===== src/hdl/urm_pkg.sv =====
// Shared package for the ultrasonic range meter: phase and sequencer types,
// divider status word, fixed field widths, reset values and scale constants.
// No dependencies.
package urm_pkg;

  // default sizing handed down from the top level parameters
  localparam int COUNT_WIDTH_DEF   = 24;
  localparam int TRIGGER_TICKS_DEF = 10;

  // fixed field widths
  localparam int DIST_W     = 16;
  localparam int SPEED_W    = 10;
  localparam int TRIG_CNT_W = 4;
  localparam int APB_DATA_W = 32;
  localparam int APB_ADDR_W = 3;

  // shared divider geometry: quotient bits and divisor width
  localparam int QUOT_W    = 17;
  localparam int DIVISOR_W = 11;

  // register reset values
  localparam logic [DIST_W-1:0]  MAX_DIST_RST = 16'd4000;
  localparam logic [SPEED_W-1:0] SPEED_RST    = 10'd343;

  // register index, taken from paddr bit 2
  localparam logic REG_MAX_DIST = 1'b0;
  localparam logic REG_SPEED    = 1'b1;

  // microseconds per millisecond, used to scale the echo wait limit
  localparam logic [SPEED_W-1:0]   US_PER_MS    = 10'd1000;
  // round trip and um-to-mm scaling: width_us * speed / 2000 gives mm
  localparam logic [DIVISOR_W-1:0] ROUND_TRIP_K = 11'd2000;

  // measurement phase
  typedef enum logic [1:0] {
    PH_IDLE = 2'd0,
    PH_TRIG = 2'd1,
    PH_WAIT = 2'd2,
    PH_MEAS = 2'd3
  } phase_t;

  // per-tick sequencer
  typedef enum logic [2:0] {
    SQ_IDLE,
    SQ_EXEC,
    SQ_DIVGO,
    SQ_DIVWT,
    SQ_MUL,
    SQ_FIN
  } seq_t;

  // divider status
  typedef struct packed {
    logic busy;
    logic done;
    logic ovf;
  } div_stat_t;

endpackage


===== src/hdl/urm_div.sv =====
// Shared restoring divider for the range meter, one quotient bit per cycle.
// Flags overflow when the quotient would not fit in QUOT_W bits.
// Depends on urm_pkg.
module urm_div #(
  parameter int DIVIDEND_W = 34
) (
  input  logic                           clk,
  input  logic                           rst,
  input  logic                           start,
  input  logic [DIVIDEND_W-1:0]          dividend,
  input  logic [urm_pkg::DIVISOR_W-1:0]  divisor,
  output logic [urm_pkg::QUOT_W-1:0]     quot,
  output urm_pkg::div_stat_t             stat
);

  localparam int QW    = urm_pkg::QUOT_W;
  localparam int DVW   = urm_pkg::DIVISOR_W;
  localparam int REM_W = (DIVIDEND_W > DVW + QW) ? DIVIDEND_W : DVW + QW;
  localparam int CNT_W = $clog2(QW);

  logic [REM_W-1:0] rem;
  logic [REM_W-1:0] sdiv;
  logic [CNT_W-1:0] cnt;
  logic             busy;
  logic             ovf;
  logic             ge;

  // trial subtract against the shifted divisor
  assign ge = (rem >= sdiv);

  // load on start, then one quotient bit per cycle, msb first
  always_ff @(posedge clk) begin
    if (rst) begin
      busy <= 1'b0;
      ovf  <= 1'b0;
      cnt  <= '0;
    end else if (start) begin
      busy <= 1'b1;
      ovf  <= (REM_W'(dividend) >= (REM_W'(divisor) << QW));
      cnt  <= CNT_W'(QW - 1);
    end else if (busy) begin
      cnt <= cnt - 1'b1;
      if (cnt == '0) begin
        busy <= 1'b0;
      end
    end
  end

  // datapath
  always_ff @(posedge clk) begin
    if (start) begin
      rem  <= REM_W'(dividend);
      sdiv <= REM_W'(divisor) << (QW - 1);
      quot <= '0;
    end else if (busy) begin
      if (ge) begin
        rem <= rem - sdiv;
      end
      quot <= {quot[QW-2:0], ge};
      sdiv <= sdiv >> 1;
    end
  end

  assign stat.busy = busy;
  assign stat.done = busy && (cnt == '0);
  assign stat.ovf  = ovf;

endmodule


===== src/hdl/ultrasonic_range_meter_core.sv =====
// Ultrasonic range meter core: trigger pulse, echo wait with timeout, echo
// width measurement and mm conversion. Depends on urm_pkg and urm_div.
//
// One tick word is taken per microsecond tick and gives exactly one report
// word. A plain tick passes through accept, dispatch and finish. The start tick
// and the tick on which the echo falls also use the shared 17-step restoring
// divider and the shared multiplier, the echo fall multiplying first:
// the start tick works out floor(2*max/speed)*1000 for the echo wait limit,
// the falling edge works out width*speed/2000 mm, clamped to the maximum.
// tick_ready is high only while the sequencer is idle; a finished report
// waits in the output register and the next tick may be taken meanwhile.
// Registers sit at byte address 0 (max_distance_mm) and 4 (sound_speed_mps).
module ultrasonic_range_meter_core #(
  parameter int COUNT_WIDTH   = urm_pkg::COUNT_WIDTH_DEF,
  parameter int TRIGGER_TICKS = urm_pkg::TRIGGER_TICKS_DEF
) (
  input  logic                            clk,
  input  logic                            rst,
  // tick channel
  input  logic                            tick_valid,
  output logic                            tick_ready,
  input  logic                            start_request,
  input  logic                            echo_level,
  // report channel
  output logic                            rpt_valid,
  input  logic                            rpt_ready,
  output logic                            trigger_level,
  output logic                            result_valid,
  output logic [urm_pkg::DIST_W-1:0]      distance_mm,
  output logic                            timed_out,
  output logic                            busy_res,
  // configuration
  input  logic                            psel,
  input  logic                            penable,
  input  logic                            pwrite,
  input  logic [urm_pkg::APB_ADDR_W-1:0]  paddr,
  input  logic [urm_pkg::APB_DATA_W-1:0]  pwdata,
  output logic [urm_pkg::APB_DATA_W-1:0]  prdata,
  output logic                            pready
);

  localparam int DW   = urm_pkg::DIST_W;
  localparam int SW   = urm_pkg::SPEED_W;
  localparam int TW   = urm_pkg::TRIG_CNT_W;
  localparam int QW   = urm_pkg::QUOT_W;
  localparam int MA_W = (COUNT_WIDTH > QW) ? COUNT_WIDTH : QW;
  localparam int PRW  = MA_W + SW;

  // configuration registers
  logic [DW-1:0] max_distance_mm;
  logic [SW-1:0] sound_speed_mps;
  logic          cfg_wr;

  // measurement state
  urm_pkg::phase_t        phase, phase_next;
  logic [TW-1:0]          trigger_count, trigger_count_next;
  logic [COUNT_WIDTH-1:0] elapsed_us, elapsed_us_next;
  logic [COUNT_WIDTH-1:0] timeout_us, timeout_us_next;

  // sequencer and latched tick
  urm_pkg::seq_t seq, seq_next;
  logic          start_lat;
  logic          echo_lat;
  logic          job_dist;
  logic          need_tmo;
  logic          need_dist;
  logic          div_start;
  logic          mul_en;
  logic          commit;
  logic          out_free;
  logic          accept;

  // shared arithmetic
  logic [PRW-1:0]                   prod;
  logic [MA_W-1:0]                  mul_a;
  logic [SW-1:0]                    mul_b;
  logic [PRW-1:0]                   div_dividend;
  logic [urm_pkg::DIVISOR_W-1:0]    div_divisor;
  logic [QW-1:0]                    quot;
  urm_pkg::div_stat_t               div_stat;

  // tick results
  logic                   res_trig;
  logic                   res_valid;
  logic [DW-1:0]          res_dist;
  logic                   res_tmo;
  logic [COUNT_WIDTH-1:0] elapsed_inc;
  logic [TW-1:0]          trig_inc;
  logic [COUNT_WIDTH-1:0] tmo_val;
  logic [DW-1:0]          dist_val;

  // configuration port
  assign pready = 1'b1;
  assign cfg_wr = psel && penable && pwrite && pready;

  always_ff @(posedge clk) begin
    if (rst) begin
      max_distance_mm <= urm_pkg::MAX_DIST_RST;
      sound_speed_mps <= urm_pkg::SPEED_RST;
    end else if (cfg_wr) begin
      if (paddr[2] == urm_pkg::REG_SPEED) begin
        sound_speed_mps <= pwdata[SW-1:0];
      end else begin
        max_distance_mm <= pwdata[DW-1:0];
      end
    end
  end

  always_comb begin
    if (paddr[2] == urm_pkg::REG_SPEED) begin
      prdata = urm_pkg::APB_DATA_W'(sound_speed_mps);
    end else begin
      prdata = urm_pkg::APB_DATA_W'(max_distance_mm);
    end
  end

  // tick handshake
  assign tick_ready = (seq == urm_pkg::SQ_IDLE);
  assign accept     = tick_valid && tick_ready;
  assign out_free   = !rpt_valid || rpt_ready;

  always_ff @(posedge clk) begin
    if (accept) begin
      start_lat <= start_request;
      echo_lat  <= echo_level;
    end
  end

  // work needed by this tick
  assign need_tmo  = (phase == urm_pkg::PH_IDLE) && start_lat;
  assign need_dist = (phase == urm_pkg::PH_MEAS) && !echo_lat;

  always_ff @(posedge clk) begin
    if (seq == urm_pkg::SQ_EXEC) begin
      job_dist <= need_dist;
    end
  end

  // sequencer state register
  always_ff @(posedge clk) begin
    if (rst) begin
      seq <= urm_pkg::SQ_IDLE;
    end else begin
      seq <= seq_next;
    end
  end

  // sequencer next state
  always_comb begin
    seq_next = seq;
    case (seq)
      urm_pkg::SQ_IDLE: begin
        if (accept) begin
          seq_next = urm_pkg::SQ_EXEC;
        end
      end
      urm_pkg::SQ_EXEC: begin
        if (need_tmo) begin
          seq_next = urm_pkg::SQ_DIVGO;
        end else if (need_dist) begin
          seq_next = urm_pkg::SQ_MUL;
        end else begin
          seq_next = urm_pkg::SQ_FIN;
        end
      end
      urm_pkg::SQ_DIVGO: begin
        seq_next = urm_pkg::SQ_DIVWT;
      end
      urm_pkg::SQ_DIVWT: begin
        if (div_stat.done) begin
          seq_next = job_dist ? urm_pkg::SQ_FIN : urm_pkg::SQ_MUL;
        end
      end
      urm_pkg::SQ_MUL: begin
        seq_next = job_dist ? urm_pkg::SQ_DIVGO : urm_pkg::SQ_FIN;
      end
      urm_pkg::SQ_FIN: begin
        if (out_free) begin
          seq_next = urm_pkg::SQ_IDLE;
        end
      end
      default: begin
        seq_next = urm_pkg::SQ_IDLE;
      end
    endcase
  end

  // sequencer outputs
  always_comb begin
    div_start = 1'b0;
    mul_en    = 1'b0;
    commit    = 1'b0;
    case (seq)
      urm_pkg::SQ_DIVGO: div_start = 1'b1;
      urm_pkg::SQ_MUL:   mul_en    = 1'b1;
      urm_pkg::SQ_FIN:   commit    = out_free;
      default: begin
        div_start = 1'b0;
      end
    endcase
  end

  // shared multiplier: width * speed, or quotient * 1000
  assign mul_a = job_dist ? MA_W'(elapsed_us) : MA_W'(quot);
  assign mul_b = job_dist ? sound_speed_mps : urm_pkg::US_PER_MS;

  always_ff @(posedge clk) begin
    if (mul_en) begin
      prod <= PRW'(mul_a) * PRW'(mul_b);
    end
  end

  // shared divider: product / 2000, or 2*max / speed
  assign div_dividend = job_dist ? prod : PRW'({max_distance_mm, 1'b0});
  assign div_divisor  = job_dist ? urm_pkg::ROUND_TRIP_K
                                 : urm_pkg::DIVISOR_W'(sound_speed_mps);

  urm_div #(
    .DIVIDEND_W (PRW)
  ) u_div (
    .clk      (clk),
    .rst      (rst),
    .start    (div_start),
    .dividend (div_dividend),
    .divisor  (div_divisor),
    .quot     (quot),
    .stat     (div_stat)
  );

  // saturated echo wait limit and clamped distance
  assign tmo_val  = (div_stat.ovf || (|prod[PRW-1:COUNT_WIDTH])) ? '1
                                                                 : prod[COUNT_WIDTH-1:0];
  assign dist_val = (div_stat.ovf || (quot > QW'(max_distance_mm))) ? max_distance_mm
                                                                    : quot[DW-1:0];

  assign elapsed_inc = (elapsed_us == '1) ? elapsed_us : elapsed_us + 1'b1;
  assign trig_inc    = trigger_count + 1'b1;

  // per-tick phase step
  always_comb begin
    phase_next         = phase;
    trigger_count_next = trigger_count;
    elapsed_us_next    = elapsed_us;
    timeout_us_next    = timeout_us;
    res_trig           = 1'b0;
    res_valid          = 1'b0;
    res_dist           = '0;
    res_tmo            = 1'b0;
    case (phase)
      urm_pkg::PH_IDLE: begin
        if (start_lat) begin
          timeout_us_next    = tmo_val;
          trigger_count_next = TW'(1);
          res_trig           = 1'b1;
          elapsed_us_next    = '0;
          phase_next         = (TRIGGER_TICKS <= 1) ? urm_pkg::PH_WAIT : urm_pkg::PH_TRIG;
        end
      end
      urm_pkg::PH_TRIG: begin
        trigger_count_next = trig_inc;
        res_trig           = 1'b1;
        if ((trig_inc >= TW'(TRIGGER_TICKS)) || (trig_inc == '0)) begin
          elapsed_us_next = '0;
          phase_next      = urm_pkg::PH_WAIT;
        end
      end
      urm_pkg::PH_WAIT: begin
        if (echo_lat) begin
          elapsed_us_next = COUNT_WIDTH'(1);
          phase_next      = urm_pkg::PH_MEAS;
        end else begin
          elapsed_us_next = elapsed_inc;
          if (elapsed_inc > timeout_us) begin
            res_valid  = 1'b1;
            res_tmo    = 1'b1;
            res_dist   = max_distance_mm;
            phase_next = urm_pkg::PH_IDLE;
          end
        end
      end
      urm_pkg::PH_MEAS: begin
        if (echo_lat) begin
          elapsed_us_next = elapsed_inc;
        end else begin
          res_dist   = dist_val;
          res_valid  = 1'b1;
          phase_next = urm_pkg::PH_IDLE;
        end
      end
      default: begin
        phase_next = urm_pkg::PH_IDLE;
      end
    endcase
  end

  // state commit when the report word is loaded
  always_ff @(posedge clk) begin
    if (rst) begin
      phase         <= urm_pkg::PH_IDLE;
      trigger_count <= '0;
      elapsed_us    <= '0;
      timeout_us    <= '0;
    end else if (commit) begin
      phase         <= phase_next;
      trigger_count <= trigger_count_next;
      elapsed_us    <= elapsed_us_next;
      timeout_us    <= timeout_us_next;
    end
  end

  // report output register
  always_ff @(posedge clk) begin
    if (rst) begin
      rpt_valid <= 1'b0;
    end else if (commit) begin
      rpt_valid <= 1'b1;
    end else if (rpt_ready) begin
      rpt_valid <= 1'b0;
    end
  end

  always_ff @(posedge clk) begin
    if (commit) begin
      trigger_level <= res_trig;
      result_valid  <= res_valid;
      distance_mm   <= res_dist;
      timed_out     <= res_tmo;
      busy_res      <= (phase_next != urm_pkg::PH_IDLE);
    end
  end

  // a new report word only comes out of the finish step
  a_rpt_from_fin: assert property (@(posedge clk) disable iff (rst)
    $rose(rpt_valid) |-> $past(seq == urm_pkg::SQ_FIN))
    else $error("report word loaded outside finish step");

  // a finished measurement leaves the block idle
  a_done_not_busy: assert property (@(posedge clk) disable iff (rst)
    (rpt_valid && result_valid) |-> !busy_res)
    else $error("finished measurement still reports busy");

  // reported distance never exceeds the maximum, timeout reports the maximum
  a_dist_clamped: assert property (@(posedge clk) disable iff (rst)
    (rpt_valid && result_valid) |-> (distance_mm <= max_distance_mm))
    else $error("distance above maximum");

  a_tmo_is_max: assert property (@(posedge clk) disable iff (rst)
    (rpt_valid && timed_out) |-> (result_valid && (distance_mm == max_distance_mm)))
    else $error("timeout word without maximum distance");

  // the sequencer only waits on a divider that is running
  a_div_running: assert property (@(posedge clk) disable iff (rst)
    (seq == urm_pkg::SQ_DIVWT) |-> div_stat.busy)
    else $error("waiting on idle divider");

endmodule


===== config.mk =====
export PLATFORM = sky130hd
export DESIGN_NAME = ultrasonic_range_meter_core
export DESIGN_NICKNAME = d
export VERILOG_FILES = /design/src/hdl/urm_pkg.sv /design/src/hdl/urm_div.sv /design/src/hdl/ultrasonic_range_meter_core.sv
export SDC_FILE = /design/constraint.sdc
export NUM_CORES = 1
export LEC_CHECK = 0
export ABC_AREA = 1
export BUFFER_PORTS_ARGS = -buffer_cell sky130_fd_sc_hd__buf_4
export CORE_MARGIN = 1
export CORE_UTILIZATION = 65
export CTS_BUF_LIST = sky130_fd_sc_hd__clkbuf_8
export DETAILED_ROUTE_END_ITERATION = 10
export PLACE_DENSITY = 0.84
export SETUP_SLACK_MARGIN = 0.2
export SLEW_MARGIN = 20
export SYNTH_ARGS = -nofsm -noshare
export SYNTH_HDL_FRONTEND = slang
export SYNTH_SLANG_ARGS = --single-unit

===== constraint.sdc =====
create_clock -name clk -period 11.05 [get_ports clk]
set_clock_uncertainty 0.15 [all_clocks]
set_input_delay 0 -clock clk [delete_from_list [all_inputs] [get_ports clk]]
set_output_delay 0 -clock clk [all_outputs]
set_load 0.005 [all_outputs]

==> results.cfg <==
[detailed_routing]
ant_nets = 0
viasPerCell = 5.74
drt-total-wl_um = 65500
drtIter0Drc = 1970
num_vias = 20000
drc = 0
wl_per_cell_um = 18.8
firstDrtPassIters = 8

[global_routing]
grt_start_max_net_pins = 73
grt_pass1_wl_um = 103000
grtUsageTotal_pct = 39.9
grt_antenna_before_repair = 1
gr-total-overflow = 0
grt_pass1_vias = 19900

[logic_synthesis]
synth_edf_count = 102
avgSynthCellArea_um2 = 7.23
syn_area_um2 = 21300
yosysTopAreaCell = fa_1
netlist_instances = 2941
synthFlopType = dfxtp_1
ys_seq_area_share_pct = 26.1
synth_top_area_share_pct = 16.5
ys_ff_latch = 226
synth_most_common_cell = nand2_1
synth_warnings = 0
synth.distinct_cells = 49
ys_top_cells_by_area = fa_1 16%, edfxtp_1 14%, nand2_1 14%, dfxtp_1 12%, inv_1 9.0%
async_reset_ff_share_pct = 0
synthTopCellsByCount = 809 x nand2_1, 508 x inv_1, 308 x nor2_1, 187 x o21ai_0, 175 x fa_1

[die]
die_w_um = 183
ios = 99
initial_core_util_pct = 66.7
core_area_um2 = 31900
die_h_um = 183
rows = 65
fp.dieArea_um2 = 33500

[placed_design]
numPortBuffers = 63
hpwl_um = 51300
dp_cells = 3367
pre_cts_slack_ns = 3.80
globalplace.congestion = 1.01

[min_path]
hp-start = echo_level
whs_path_depth = 2
holdPathEnd = echo_lat
worstHoldPathType = input pin to register

[clock_network]
cts_buffer_depth = 3
clockRootBuffer = clkbuf_8
clk_pin_slew_worst_paths_ns = 0.07
cts_buffers = 40
cts_resized = 0
htree_levels = 2
insertion_delay_ns = 0.57
cts_num_sinks = 226
post_cts_buffers = 0
cts_tree = yes

[critical_path]
crit_type = register to register
timing.rr.start = job_dist
crit_fanout = 48
crit_path_end_kind = register
startpoint_type = register
worst_r2r_endpoint = prod[32]
required_ns = 11.21
r2r_cells = 22
worstPathArrival_ns = 7.69
rrSetupSlack_ns = 3.52

[timing]
drv_slew = 0
rsz0062_at_grt = no
fmax_ghz = 0.133
setup_viol = 0
tns_ns = 0
worst_pin_slew_ns = 1.07
setup_slack_ns = 3.52
hold_viol = 0
fin_crit_ns = 7.53
max_slew_margin_pct = 28.3
fin_crit_sh_pct = 68.1

[run_status]
status = finished, final reports clean

[finish]
diodes = 0
finalCoreUtilization_pct = 72.6
nets = 3380
instances_no_fill = 3482
multi_input_area_um2 = 13400
fillers = 2663
drive_above_1_share_pct = 5.71
seqCellArea_um2 = 5550
area_growth_pct = 8.81

[flow_run]
cap_violations = 0
critical path, cell delays in order (launching register included):
cell      delay, ns
edfxtp_1       0.33
buf_4          0.38
inv_1          0.50
nor2_1         0.93
inv_1          0.31
nand2_1        0.17
fa_1           0.47
fa_1           0.52
inv_1          0.05
fa_1           0.45
fa_1           0.49
inv_1          0.06
fa_1           0.50
inv_1          0.05
ha_1           0.34
a21oi_1        0.26
nor2_1         0.06
o21ai_0        0.51
nand3_1        0.34
nand3_1        0.18
nand2_1        0.07
nand2_1        0.06
nand2_1        0.05
flip-flops by register name, summed over array words and instances (netlist names), 2 cells and up:
register,cells
prod,34
u_div.rem,34
u_div.sdiv,27
elapsed_us,24
timeout_us,24
u_div.quot,17
distance_mm,16
max_distance_mm,16
sound_speed_mps,10
u_div.cnt,5
trigger_count,4
seq,3
phase,2
cell type report:
| class | count | area share, % |
|---|---|---|
| sequential | 226 | 24.0 |
| clock inverter | 32 | 0.730 |
| clock buffer | 42 | 2.50 |
| timing repair buffer | 118 | 4.27 |
| tap | 435 | 2.35 |
| multi-input combinational | 2110 | 57.8 |
| inverter | 519 | 8.42 |
layout by cell type, fill, tap and decap left out, drive strengths merged, types with 20 or more instances in the layout:
| cell type | netlist | layout |
|---|---|---|
| nand2 | 814 | 814 |
| inv | 518 | 531 |
| nor2 | 313 | 313 |
| o21ai | 191 | 191 |
| fa | 175 | 175 |
| a21oi | 169 | 169 |
| ha | 146 | 146 |
| dfxtp | 124 | 124 |
| nand3 | 109 | 109 |
| edfxtp | 102 | 102 |
| buf | 40 | 77 |
| xor2 | 42 | 42 |
| clkbuf | 61 | 42 |
| dlygate4sd3 | 0 | 41 |
| nor3 | 33 | 33 |
| nand4 | 20 | 20 |
worst max path at each step:
stage          startpoint        to  slack, ns  cells after the start
4_1_cts          job_dist  prod[32]       3.74                     22
2_1_floorplan    job_dist  prod[30]       5.46                     23
3_3_place_gp     job_dist  prod[20]       3.86                     21
6_report         job_dist  prod[32]       3.52                     22
5_1_grt          job_dist  prod[32]       3.32                     22
3_5_place_dp     job_dist  prod[32]       3.80                     22
per-stage QoR:
stage / hold WS, ns / cell area (µm²)
floorplan: -0.0511 / 21300
global placement: 0.0285 / 22000
detailed placement: 0.0334 / 22000
CTS: 0.00113 / 23100
global route: 0.0216 / 23100
finish: 0.0388 / 23100
metal layers:
| metal | up-vias | track usage (%) | wire length (µm) |
|---|---|---|---|
| met3 | 206 | 7.27 | 6570 |
| met5 | - | 0 | 0 |
| met1 | 9418 | 52.1 | 25800 |
| li1 | 9314 | - | - |
| met4 | 0 | 18.6 | 3220 |
| met2 | 1061 | 64.6 | 29900 |
kinds of logic after synthesis:
family          synth area share (%)
buf+inv                         11.5
other cells                   0.0353
simple gates                    24.9
flops                           26.1
compound gates                  10.3
fa+ha+maj                       25.1
xor+xnor                        2.22
what timing repair did:
action	in CTS	in global routing
hold buffers	41	0
hold endpoints to repair	67	0
setup endpoints to repair	0	0
Power is not shown: default switching activity piles up to over one toggle a cycle in this logic, so the estimate is an artifact.
